<file path="config.mk">
export PLATFORM = sky130hd
export DESIGN_NAME = gray4_run_length_encoder
export DESIGN_NICKNAME = d
export VERILOG_FILES = /design/src/rtl/g4rle_pkg.sv /design/src/rtl/g4rle_front.sv /design/src/rtl/g4rle_fifo.sv /design/src/rtl/g4rle_back.sv /design/src/rtl/gray4_run_length_encoder.sv
export SDC_FILE = /design/constraint.sdc
export NUM_CORES = 1
export LEC_CHECK = 0
export CORE_AREA = 2 2 219 221
export DETAILED_ROUTE_END_ITERATION = 10
export DIE_AREA = 0 0 221 223
export DONT_BUFFER_PORTS = 1
export MAX_ROUTING_LAYER = met4
export PLACE_DENSITY = 0.53
export SLEW_MARGIN = 0
export SYNTH_ARGS = -nofsm -noshare
export SYNTH_HDL_FRONTEND = slang
export SYNTH_SLANG_ARGS = --single-unit
</file>
<file path="constraint.sdc">
create_clock -name clock -period 11.95 [get_ports clock]
set_clock_uncertainty 0.15 [all_clocks]
set_input_delay 2.39 -clock clock [delete_from_list [all_inputs] [get_ports clock]]
set_output_delay 2.39 -clock clock [all_outputs]
set_load 0.05 [all_outputs]
</file>
<file path="src/rtl/g4rle_pkg.sv">
// Shared types, constants and run-coding helpers for the 4-bit gray RLE block.
// No dependencies; imported by every module under rtl/.
package g4rle_pkg;

   localparam int CSR_W              = 3;
   localparam int LEN_W              = 28;
   localparam int DEF_MAX_COMPONENTS = 4;
   localparam int DEF_QUEUE_DEPTH    = 4;

   localparam logic [CSR_W-1:0] COUNT_RESET = 3'd1;
   localparam logic [7:0]       START_BYTE  = 8'h55;
   localparam logic [LEN_W-1:0] BW_LIMIT    = 28'hFFF_FFFF;
   localparam logic [LEN_W-1:0] GRAY_LIMIT  = 28'h000_000F;
   localparam logic [3:0]       LEVEL_BLACK = 4'h0;
   localparam logic [3:0]       LEVEL_WHITE = 4'hF;
   localparam logic [3:0]       GRAY_HDR    = 4'h4;
   localparam logic [3:0]       BLACK_CLASS = 4'h0;
   localparam logic [3:0]       WHITE_CLASS = 4'hC;

   // One queue entry: everything a single input word asks the back end to send.
   typedef struct packed {
      logic             start;
      logic             run1_vld;
      logic [3:0]       run1_level;
      logic [LEN_W-1:0] run1_len;
      logic             run2_vld;
      logic [3:0]       run2_level;
      logic [LEN_W-1:0] run2_len;
      logic             last;
   } entry_type;

   function automatic logic is_bw(input logic [3:0] level);
      return (level == LEVEL_BLACK) || (level == LEVEL_WHITE);
   endfunction

   // Number of bytes for a run, minus one.
   function automatic logic [1:0] run_span(input logic [3:0] level,
                                           input logic [LEN_W-1:0] len);
      logic [1:0] n;
      if (!is_bw(level))                  n = 2'd1;
      else if (len <= 28'h000_000F)       n = 2'd0;
      else if (len <= 28'h000_0FFF)       n = 2'd1;
      else if (len <= 28'h00F_FFFF)       n = 2'd2;
      else                                n = 2'd3;
      return n;
   endfunction

   function automatic logic [7:0] run_byte(input logic [3:0] level,
                                           input logic [LEN_W-1:0] len,
                                           input logic [1:0] idx);
      logic [1:0] span;
      logic [1:0] pos;
      logic [3:0] nib;
      logic [3:0] cls;
      logic [7:0] b;
      span = run_span(level, len);
      pos  = span - idx;
      cls  = (level == LEVEL_BLACK) ? BLACK_CLASS : WHITE_CLASS;
      case (span)
         2'd0:    nib = len[3:0];
         2'd1:    nib = len[11:8];
         2'd2:    nib = len[19:16];
         default: nib = len[27:24];
      endcase
      if (!is_bw(level)) begin
         b = (idx == 2'd0) ? {GRAY_HDR, len[3:0]} : {4'h0, level};
      end else if (idx == 2'd0) begin
         b = {cls | {2'b00, span}, nib};
      end else begin
         case (pos)
            2'd0:    b = len[7:0];
            2'd1:    b = len[15:8];
            2'd2:    b = len[23:16];
            default: b = {4'h0, len[27:24]};
         endcase
      end
      return b;
   endfunction

endpackage

</file>
<file path="src/rtl/g4rle_front.sv">
// Front end: takes raster words, tracks pixel phase and the open run, and
// queues one entry of work per word that yields output. Uses g4rle_pkg.
module g4rle_front #(
   parameter int MAX_COMPONENTS = 4
) (
   input  logic                          clock,
   input  logic                          reset,
   input  logic                          csr_wr_en,
   input  logic [g4rle_pkg::CSR_W-1:0]   csr_wr_data,
   input  logic                          req_tvalid,
   output logic                          req_tready,
   input  logic [7:0]                    req_tdata,
   input  logic                          req_tlast,
   output logic                          push,
   output g4rle_pkg::entry_type          push_entry,
   input  logic                          push_ready
);
   import g4rle_pkg::*;

   localparam int PHASE_W = (MAX_COMPONENTS > 1) ? $clog2(MAX_COMPONENTS) : 1;

   logic [CSR_W-1:0]   count_ff, count_in;
   logic [PHASE_W-1:0] phase_ff, phase_in;
   logic [3:0]         level_ff, level_in;
   logic [LEN_W-1:0]   length_ff, length_in;
   logic               open_ff, open_in;
   logic               hdr_sent_ff, hdr_sent_in;

   logic [CSR_W-1:0]   cnt;
   logic               accept;
   logic               first;
   logic [3:0]         level;
   logic               below;
   logic               cont;
   entry_type          e;

   always_comb begin
      cnt = count_ff;
      if (count_ff == '0) cnt = CSR_W'(1);
      else if ({1'b0, count_ff} > 4'(MAX_COMPONENTS)) cnt = CSR_W'(MAX_COMPONENTS);

      accept = req_tvalid && push_ready;
      first  = (phase_ff == '0);
      level  = req_tdata[7:4];
      below  = is_bw(level) ? (length_ff < BW_LIMIT) : (length_ff < GRAY_LIMIT);
      cont   = open_ff && (level_ff == level) && below;

      count_in    = csr_wr_en ? csr_wr_data : count_ff;
      level_in    = level_ff;
      length_in   = length_ff;
      open_in     = open_ff;
      hdr_sent_in = hdr_sent_ff;

      e            = '0;
      e.start      = first && !hdr_sent_ff;
      e.run1_level = level_ff;
      e.run1_len   = length_ff;
      e.run1_vld   = first && open_ff && !cont;
      e.last       = req_tlast;

      if (first) begin
         hdr_sent_in = 1'b1;
         level_in    = level;
         length_in   = cont ? length_ff + LEN_W'(1) : LEN_W'(1);
         open_in     = 1'b1;
      end

      e.run2_vld   = req_tlast && open_in;
      e.run2_level = level_in;
      e.run2_len   = length_in;

      if ((4'(phase_ff) + 4'd1) >= {1'b0, cnt}) phase_in = '0;
      else phase_in = phase_ff + PHASE_W'(1);

      if (req_tlast) begin
         level_in    = '0;
         length_in   = '0;
         open_in     = 1'b0;
         hdr_sent_in = 1'b0;
         phase_in    = '0;
      end
   end

   assign req_tready = push_ready;
   assign push       = accept && (e.start || e.run1_vld || e.run2_vld || e.last);
   assign push_entry = e;

   always_ff @(posedge clock) begin
      if (reset) begin
         count_ff    <= COUNT_RESET;
         phase_ff    <= '0;
         level_ff    <= '0;
         length_ff   <= '0;
         open_ff     <= 1'b0;
         hdr_sent_ff <= 1'b0;
      end else begin
         count_ff <= count_in;
         if (accept) begin
            phase_ff    <= phase_in;
            level_ff    <= level_in;
            length_ff   <= length_in;
            open_ff     <= open_in;
            hdr_sent_ff <= hdr_sent_in;
         end
      end
   end

endmodule

</file>
<file path="src/rtl/g4rle_fifo.sv">
// Short flop-based queue of work entries between front and back end.
// Uses g4rle_pkg for the entry type.
module g4rle_fifo #(
   parameter int DEPTH = 4
) (
   input  logic                 clock,
   input  logic                 reset,
   input  logic                 push,
   input  g4rle_pkg::entry_type push_entry,
   output logic                 push_ready,
   input  logic                 pop,
   output g4rle_pkg::entry_type pop_entry,
   output logic                 pop_valid
);
   import g4rle_pkg::*;

   localparam int PTR_W = (DEPTH > 1) ? $clog2(DEPTH) : 1;
   localparam int CNT_W = $clog2(DEPTH + 1);

   entry_type        mem_ff [DEPTH];
   logic [PTR_W-1:0] wr_ptr_ff, wr_ptr_in;
   logic [PTR_W-1:0] rd_ptr_ff, rd_ptr_in;
   logic [CNT_W-1:0] cnt_ff, cnt_in;
   logic             do_push, do_pop;

   always_comb begin
      do_push   = push && push_ready;
      do_pop    = pop && pop_valid;
      wr_ptr_in = wr_ptr_ff;
      rd_ptr_in = rd_ptr_ff;
      cnt_in    = cnt_ff;
      if (do_push)
         wr_ptr_in = (wr_ptr_ff == PTR_W'(DEPTH - 1)) ? '0 : wr_ptr_ff + PTR_W'(1);
      if (do_pop)
         rd_ptr_in = (rd_ptr_ff == PTR_W'(DEPTH - 1)) ? '0 : rd_ptr_ff + PTR_W'(1);
      if (do_push && !do_pop)      cnt_in = cnt_ff + CNT_W'(1);
      else if (do_pop && !do_push) cnt_in = cnt_ff - CNT_W'(1);
   end

   assign push_ready = (cnt_ff != CNT_W'(DEPTH));
   assign pop_valid  = (cnt_ff != '0);
   assign pop_entry  = mem_ff[rd_ptr_ff];

   always_ff @(posedge clock) begin
      if (reset) begin
         wr_ptr_ff <= '0;
         rd_ptr_ff <= '0;
         cnt_ff    <= '0;
      end else begin
         wr_ptr_ff <= wr_ptr_in;
         rd_ptr_ff <= rd_ptr_in;
         cnt_ff    <= cnt_in;
      end
      if (do_push) mem_ff[wr_ptr_ff] <= push_entry;
   end

endmodule

</file>
<file path="src/rtl/g4rle_back.sv">
// Back end: expands queued entries into code bytes, keeps the checksum and
// drives the output register. Uses g4rle_pkg.
module g4rle_back (
   input  logic                 clock,
   input  logic                 reset,
   input  g4rle_pkg::entry_type pop_entry,
   input  logic                 pop_valid,
   output logic                 pop,
   output logic                 rsp_tvalid,
   input  logic                 rsp_tready,
   output logic [7:0]           rsp_tdata,
   output logic                 rsp_tlast
);
   import g4rle_pkg::*;

   typedef enum logic [1:0] {SEC_START, SEC_RUN1, SEC_RUN2, SEC_SUM} sec_type;

   entry_type  work_ff, work_in;
   logic       busy_ff, busy_in;
   logic [1:0] idx_ff, idx_in;
   logic [7:0] sum_ff, sum_in;
   logic       vld_ff, vld_in;
   logic [7:0] data_ff, data_in;
   logic       last_ff, last_in;

   sec_type    sec;
   logic [7:0] cur_byte;
   logic       sec_done;
   logic       emit;
   logic       more;

   always_comb begin
      if (work_ff.start)         sec = SEC_START;
      else if (work_ff.run1_vld) sec = SEC_RUN1;
      else if (work_ff.run2_vld) sec = SEC_RUN2;
      else                       sec = SEC_SUM;

      unique case (sec)
         SEC_START: begin
            cur_byte = START_BYTE;
            sec_done = 1'b1;
         end
         SEC_RUN1: begin
            cur_byte = run_byte(work_ff.run1_level, work_ff.run1_len, idx_ff);
            sec_done = (idx_ff == run_span(work_ff.run1_level, work_ff.run1_len));
         end
         SEC_RUN2: begin
            cur_byte = run_byte(work_ff.run2_level, work_ff.run2_len, idx_ff);
            sec_done = (idx_ff == run_span(work_ff.run2_level, work_ff.run2_len));
         end
         default: begin
            cur_byte = sum_ff;
            sec_done = 1'b1;
         end
      endcase

      emit    = busy_ff && (!vld_ff || rsp_tready);
      work_in = work_ff;
      idx_in  = idx_ff;
      sum_in  = sum_ff;
      vld_in  = vld_ff && !rsp_tready;
      data_in = data_ff;
      last_in = last_ff;

      if (emit) begin
         vld_in  = 1'b1;
         data_in = cur_byte;
         last_in = (sec == SEC_SUM);
         idx_in  = sec_done ? 2'd0 : idx_ff + 2'd1;
         if (sec_done) begin
            unique case (sec)
               SEC_START: work_in.start    = 1'b0;
               SEC_RUN1:  work_in.run1_vld = 1'b0;
               SEC_RUN2:  work_in.run2_vld = 1'b0;
               default:   work_in.last     = 1'b0;
            endcase
         end
         if (sec == SEC_RUN1 || sec == SEC_RUN2) sum_in = sum_ff + cur_byte;
         else if (sec == SEC_SUM)                sum_in = '0;
      end

      more    = work_in.start || work_in.run1_vld || work_in.run2_vld || work_in.last;
      busy_in = busy_ff && more;
      pop     = pop_valid && !busy_in;
      if (pop) begin
         work_in = pop_entry;
         busy_in = 1'b1;
         idx_in  = 2'd0;
      end
   end

   assign rsp_tvalid = vld_ff;
   assign rsp_tdata  = data_ff;
   assign rsp_tlast  = last_ff;

   always_ff @(posedge clock) begin
      if (reset) begin
         busy_ff <= 1'b0;
         idx_ff  <= '0;
         sum_ff  <= '0;
         vld_ff  <= 1'b0;
      end else begin
         busy_ff <= busy_in;
         idx_ff  <= idx_in;
         sum_ff  <= sum_in;
         vld_ff  <= vld_in;
      end
      work_ff <= work_in;
      data_ff <= data_in;
      last_ff <= last_in;
   end

endmodule

</file>
<file path="src/rtl/gray4_run_length_encoder.sv">
// Top level of the 4-bit grayscale run-length encoder.
// Instantiates g4rle_front, g4rle_fifo and g4rle_back; uses g4rle_pkg.
//
// Usage: raster bytes enter on req_* in row order, req_tlast on the final byte
// of an image. Only the high nibble of each pixel's first component counts;
// csr_wr_data sets the bytes per pixel (0 acts as 1, values above
// MAX_COMPONENTS clamp). The user must see that it is written only while the
// block is idle; the block does not enforce this. Code bytes leave on rsp_*:
// start byte 0x55, run codes, and a checksum word flagged by rsp_tlast. After
// it, the next input byte opens a new image. An accepted word's entry is
// queued, then loaded into the back end's work register, before its first
// code word is registered. Input is taken one word per cycle while the work
// queue has room; the output register emits one code word per cycle while
// rsp_tready is high, so in the long run input waits on the code words produced.
// Reset clears the run state, empties the queue and drops the output valid;
// no clearing sweep. When rsp_tready is low the output word holds, the queue
// fills and req_tready drops once QUEUE_DEPTH entries are waiting.
module gray4_run_length_encoder #(
   parameter int MAX_COMPONENTS = g4rle_pkg::DEF_MAX_COMPONENTS,
   parameter int QUEUE_DEPTH    = g4rle_pkg::DEF_QUEUE_DEPTH
) (
   input  logic                        clock,
   input  logic                        reset,
   input  logic                        csr_wr_en,
   input  logic [g4rle_pkg::CSR_W-1:0] csr_wr_data,  // component_count
   input  logic                        req_tvalid,
   output logic                        req_tready,
   input  logic [7:0]                  req_tdata,    // [7:0] pixel_byte
   input  logic                        req_tlast,    // end_of_image
   output logic                        rsp_tvalid,
   input  logic                        rsp_tready,
   output logic [7:0]                  rsp_tdata,    // [7:0] code_byte
   output logic                        rsp_tlast     // last_byte
);
   import g4rle_pkg::*;

   entry_type push_entry, pop_entry;
   logic      push, push_ready, pop, pop_valid;

   g4rle_front #(.MAX_COMPONENTS(MAX_COMPONENTS)) u_front (
      .clock       (clock),
      .reset       (reset),
      .csr_wr_en   (csr_wr_en),
      .csr_wr_data (csr_wr_data),
      .req_tvalid  (req_tvalid),
      .req_tready  (req_tready),
      .req_tdata   (req_tdata),
      .req_tlast   (req_tlast),
      .push        (push),
      .push_entry  (push_entry),
      .push_ready  (push_ready)
   );

   g4rle_fifo #(.DEPTH(QUEUE_DEPTH)) u_fifo (
      .clock      (clock),
      .reset      (reset),
      .push       (push),
      .push_entry (push_entry),
      .push_ready (push_ready),
      .pop        (pop),
      .pop_entry  (pop_entry),
      .pop_valid  (pop_valid)
   );

   g4rle_back u_back (
      .clock      (clock),
      .reset      (reset),
      .pop_entry  (pop_entry),
      .pop_valid  (pop_valid),
      .pop        (pop),
      .rsp_tvalid (rsp_tvalid),
      .rsp_tready (rsp_tready),
      .rsp_tdata  (rsp_tdata),
      .rsp_tlast  (rsp_tlast)
   );

endmodule

</file>
==> parameters.txt <==
Parameter                              Value

Detailed routing
  Antenna-violating nets left ... 0
  Top routing layer in use ... met4
  Met1 WL ... 19,880 microns
  Sum of routed wire length over all layers ... 43,170 microns
  WL met2 ... 20,240 microns
  Via Count ... 10,290
  Number of violations reported at the end of detailed-routing iteration 0 ... 878
  DRC violation count after routing ... 0
  Metal3 WL ... 1912 microns
  Via-per-instance ratio ... 5.610
  Routed wire per std cell ... 23.54 microns
  First-pass DRT Iterations ... 5

Place
  Detailed placement HPWL ... around 28,000 microns
  Post-placement cell area ... 18,260 sq um
  Count of buffers from port buffering ... 0
  Final RePlAce weighted congestion ... 0.8676

Global routing
  Maximum number of pins on one net before global-route repair ... between 70 and 80
  Overflow left after global routing ... 0
  Total routing resource utilization after global routing ... 0.1814
  Number of global-route vias before repair ... a little over 10,000
  Antenna violations before repair ... 2
  Global-route wire length before repair ... 65,490 microns

Clock network
  Clock tree from TritonCTS ... built
  Post-CTS Hold Buffers ... 0
  Sink Count ... around 410
  Source-to-sink clock delay at the later pin of the worst-skew pair ... ~0.57 ns
  Gates resized, CTS repair ... 0
  Bufs on Longest Clock Path ... 3
  Clock root cell ... clkbuf_16
  Post-CTS clock slew at the launch and capture registers of the worst setup and hold paths ... around 0.060 ns
  CTS buffer count ... between 40 and 50
  Post-CTS Setup Inserts ... 0
  Total number of H-tree levels ... 2

Floorplan
  Number of core rows ... 80
  Standard cell core area ... 47,150 sq um
  IO Pins ... 28
  Effective utilization at floorplan ... 0.3730
  Height of the die ... around 220 microns
  Die outline area ... roughly 50,000 sq um
  Die span in x ... 221 microns

Pwr
  Proportion of power drawn by combinational gates ... 0.237
  Reg power frac ... 0.478
  Power per Cell Area ... 230.6 nW/um^2
  Internal Pwr Total ... 3.059 mW
  Lkg Pwr ... 6.433 nW
  Worst voltage drop across the vdd grid ... roughly 0.00028 V
  Clk pwr share ... 0.285
  Sum of internal, switching and leakage power ... 4.523 mW
  Switching share of power ... 0.3235
  Net Sw Power ... 1.463 mW

Logic synthesis
  Largest area contributor in the synthesized netlist ... edfxtp_1
  Most used flip-flop cell after synthesis ... edfxtp_1
  Largest family of logic cells by synthesized area ... multiplexers
  Most frequently used cell type in the post-synthesis netlist ... edfxtp_1
  Sequential element share of the synthesized area ... 0.6621
  Warnings, synthesis ... 0
  Average footprint of a synthesized cell ... 14.89 sq um
  Mux share of post-synthesis cell area ... 0.1104
  Area share of fa/ha/maj cells after synthesis ... 0.01793
  Number of enable flip-flop cells after synthesis ... 345
  Netlist area before placement ... 17,580 sq um
  Simple-gate area share of the yosys netlist ... 0.09920
  Post-Syn Nets ... 1,222
  Post-synth ARST share ... 0
  Number of instances in the synthesized netlist ... approximately 1,200
  Post-synthesis register bit count ... ~410
  Portion of synthesized cell area occupied by the leading cell type ... 0.5892
  Synth Area in XOR/XNOR ... 0.01843
  Count of unique library cells instantiated by Yosys ... 74
  Leading post-synthesis cells by instance count ... 345 x edfxtp_1, 99 x nor2_1, 79 x nand2_1, 74 x mux4_2, 64 x dfxtp_1
  Area contributors post-synth ... edfxtp_1 59%, mux4_2 9.5%, dfxtp_1 7.3%, nor2_1 2.1%, nand2_1 1.7%
  Synth Area in Compound Gates ... 0.07436

Worst setup path
  Required arrival time at the worst endpoint ... around 12 ns
  Capture point of the worst reg-to-reg path ... u_back.sum_ff[7]$_SDFFE_PP0P_
  Category of the most critical setup path ... reg2reg
  Arrival time of data at the critical path endpoint ... 6.49 ns
  Startpoint type of the worst setup path ... register
  CP endpoint kind ... register
  Slowest stage cell on the critical path ... or4_1
  Length in cells of the worst reg-to-reg path ... 19
  Flop2flop setup slack ... 5.76 ns
  Dominant delay contributor by cell family on the critical path ... simple AND/OR/NAND/NOR gates
  Buffers & Inverters on Critical Path ... 0
  Cell chain of the critical path ... or4_1 -> nor2_1 -> a211o_1 -> nor2_1 -> ha_1 -> xnor2_1 -> o21ai_1 -> and2_1 -> mux4_2 -> mux4_2 -> a22o_1 -> ha_1 -> a21oi_1 -> o211ai_1 -> nand2_1 -> or3b_1 -> o211ai_1 -> nor3_1 -> a211o_1
  Critical-path maximum fanout ... 9
  Launch point of the worst reg-to-reg path ... u_back.work_ff[20]$_DFFE_PN_
  Max incr delay on CP ... 0.64 ns

Final layout
  Inserted Diodes ... 0
  Multi-input gate area ... 5649 sq um
  Area delta synth->final ... 11.53%
  Filler instances ... 4,251
  Post-layout net count ... 1,225
  Post-Layout Inst Area ... 19,610 sq um
  Area of all sequential standard cells ... 11,650 sq um
  Share of final-layout standard cells stronger than drive strength 1 ... 0.1567

Timing
  Finish-stage setup viols ... 0
  Final total negative setup slack ... 0 ns
  Least-Margin Pin Slew ... 1.059 ns
  Unrepaired setup endpoints after global routing ... no
  FMAX ... 0.1617 GHz
  Slew Limit Headroom ... 0.2907
  Number of hold violations in the final report ... 0
  Final worst-path cycle share ... 0.5177
  Count of final max-slew check failures ... 0
  Post-layout minimum cycle time ... 6.186 ns

Min path
  Tightest Hold Check Type ... reg2reg
  Hold Path Cell Cnt ... 2
  Sink of the worst hold path ... u_back.sum_ff[0]$_SDFFE_PP0P_
  Worst hold path startpoint ... u_back.sum_ff[0]$_SDFFE_PP0P_

Run status
  Status ... finished clean

Run
  Number of max-cap violations ... 0
==> metrics by stage <==
step / setup WS [ns] / hold slack [ns] / util / instances
final: 5.764 / 0.3182 / 0.4160 / 1834
after global routing: 5.421 / 0.3519 / 0.4160 / 1834
after CTS: 5.802 / 0.3239 / 0.4160 / 1834
after detailed placement: 5.499 / 0.3179 / 0.3872 / 1752
after global placement: 5.543 / 0.3068 / 0.3872 / 1752
after floorplan: 5.941 / 0.2969 / - / 1181
==> power by group through the flow <==
stage               clock (mW)  sequential [mW]  combinational (mW)
floorplan                    0             2.05               0.827
global placement             0             2.20                1.07
detailed placement           0             2.20                1.08
CTS                       1.31             2.17                1.09
global route              1.37             2.20                1.17
finish                    1.29             2.16                1.07
==> cell families after synthesis <==
logic type | count (synthesis)
buffers and inverters | 81
AOI/OAI and AO/OA | 186
DFF | 409
adders and majority gates | 24
xor gates and xnor gates | 37
and+or+nand+nor | 345
muxes | 99
==> state kept, by name (all words and copies together) (netlist names), named ones only <==
| register | count |
|---|---|
| u_back.busy_ff | 1 |
| u_back.idx_ff | 2 |
| u_back.rsp_tdata | 8 |
| u_back.rsp_tlast | 1 |
| u_back.rsp_tvalid | 1 |
| u_back.sum_ff | 8 |
| u_back.work_ff | 68 |
| u_fifo.cnt_ff | 3 |
| u_fifo.mem_ff | 272 |
| u_fifo.rd_ptr_ff | 2 |
| u_fifo.wr_ptr_ff | 2 |
| u_front.count_ff | 3 |
| u_front.hdr_sent_ff | 1 |
| u_front.length_ff | 28 |
| u_front.level_ff | 4 |
| u_front.open_ff | 1 |
| u_front.phase_ff | 2 |
==> layout by cell type (no fill, tap or decap), types with 9 or more instances in the layout <==
master / n
edfxtp_1: 345
nor2_1: 99
nand2_1: 79
mux4_2: 74
dfxtp_1: 62
clkbuf_16: 47
a21oi_1: 42
nand3_1: 29
o21ai_0: 29
nor3_1: 27
inv_1: 23
ha_1: 22
xnor2_1: 19
xor2_1: 18
nor4_1: 17
nand4_1: 14
a22oi_1: 14
clkbuf_1: 13
buf_4: 13
clkinv_1: 12
and3_1: 11
mux2i_1: 11
mux2_2: 10
nand3b_1: 10
a31oi_1: 9
a211oi_1: 9
a32o_1: 9
o211ai_1: 9
==> worst max path at each step <==
stage / startpoint / endpoint / slack [ns] / cells after the start
global placement: req_tdata[5] / u_fifo.mem_ff[2][30]$_DFFE_PP_ / 5.54 / 8
CTS: u_back.work_ff[20]$_DFFE_PN_ / u_back.sum_ff[7]$_SDFFE_PP0P_ / 5.80 / 19
floorplan: req_tdata[5] / u_fifo.mem_ff[0][0]$_DFFE_PP_ / 5.94 / 7
detailed placement: req_tdata[5] / u_fifo.mem_ff[2][30]$_DFFE_PP_ / 5.50 / 8
finish: u_back.work_ff[20]$_DFFE_PN_ / u_back.sum_ff[7]$_SDFFE_PP0P_ / 5.76 / 19
global route: u_back.work_ff[20]$_DFFE_PN_ / u_back.sum_ff[7]$_SDFFE_PP0P_ / 5.42 / 20
==> cell type report <==
cell class / instances / share of cell area
sequential: 409 / 0.5940
multi-input combinational: 691 / 0.2881
clock buffer: 62 / 0.06387
tap: 615 / 0.03924
clock inverter: 20 / 0.005232
timing repair buffer: 13 / 0.004977
inverter: 24 / 0.004594
==> layer usage <==
metal  vias up  GRT usage
li1       4668          -
met3        68    0.02976
met4         0    0.05824
met2       239     0.2791
met1      5313     0.2471
met5         -          -
==> worst reg2reg max path, cell delays in order, from the launching register on <==
cell and delay (ns):
edfxtp_1 0.44, or4_1 0.64, nor2_1 0.42, a211o_1 0.30, nor2_1 0.09, ha_1 0.23, xnor2_1 0.48, o21ai_1 0.20
and2_1 0.33, mux4_2 0.34, mux4_2 0.49, a22o_1 0.29, ha_1 0.32, a21oi_1 0.27, o211ai_1 0.18, nand2_1 0.09
or3b_1 0.34, o211ai_1 0.13, nor3_1 0.08, a211o_1 0.26
Power figures use the tool's default switching activity.
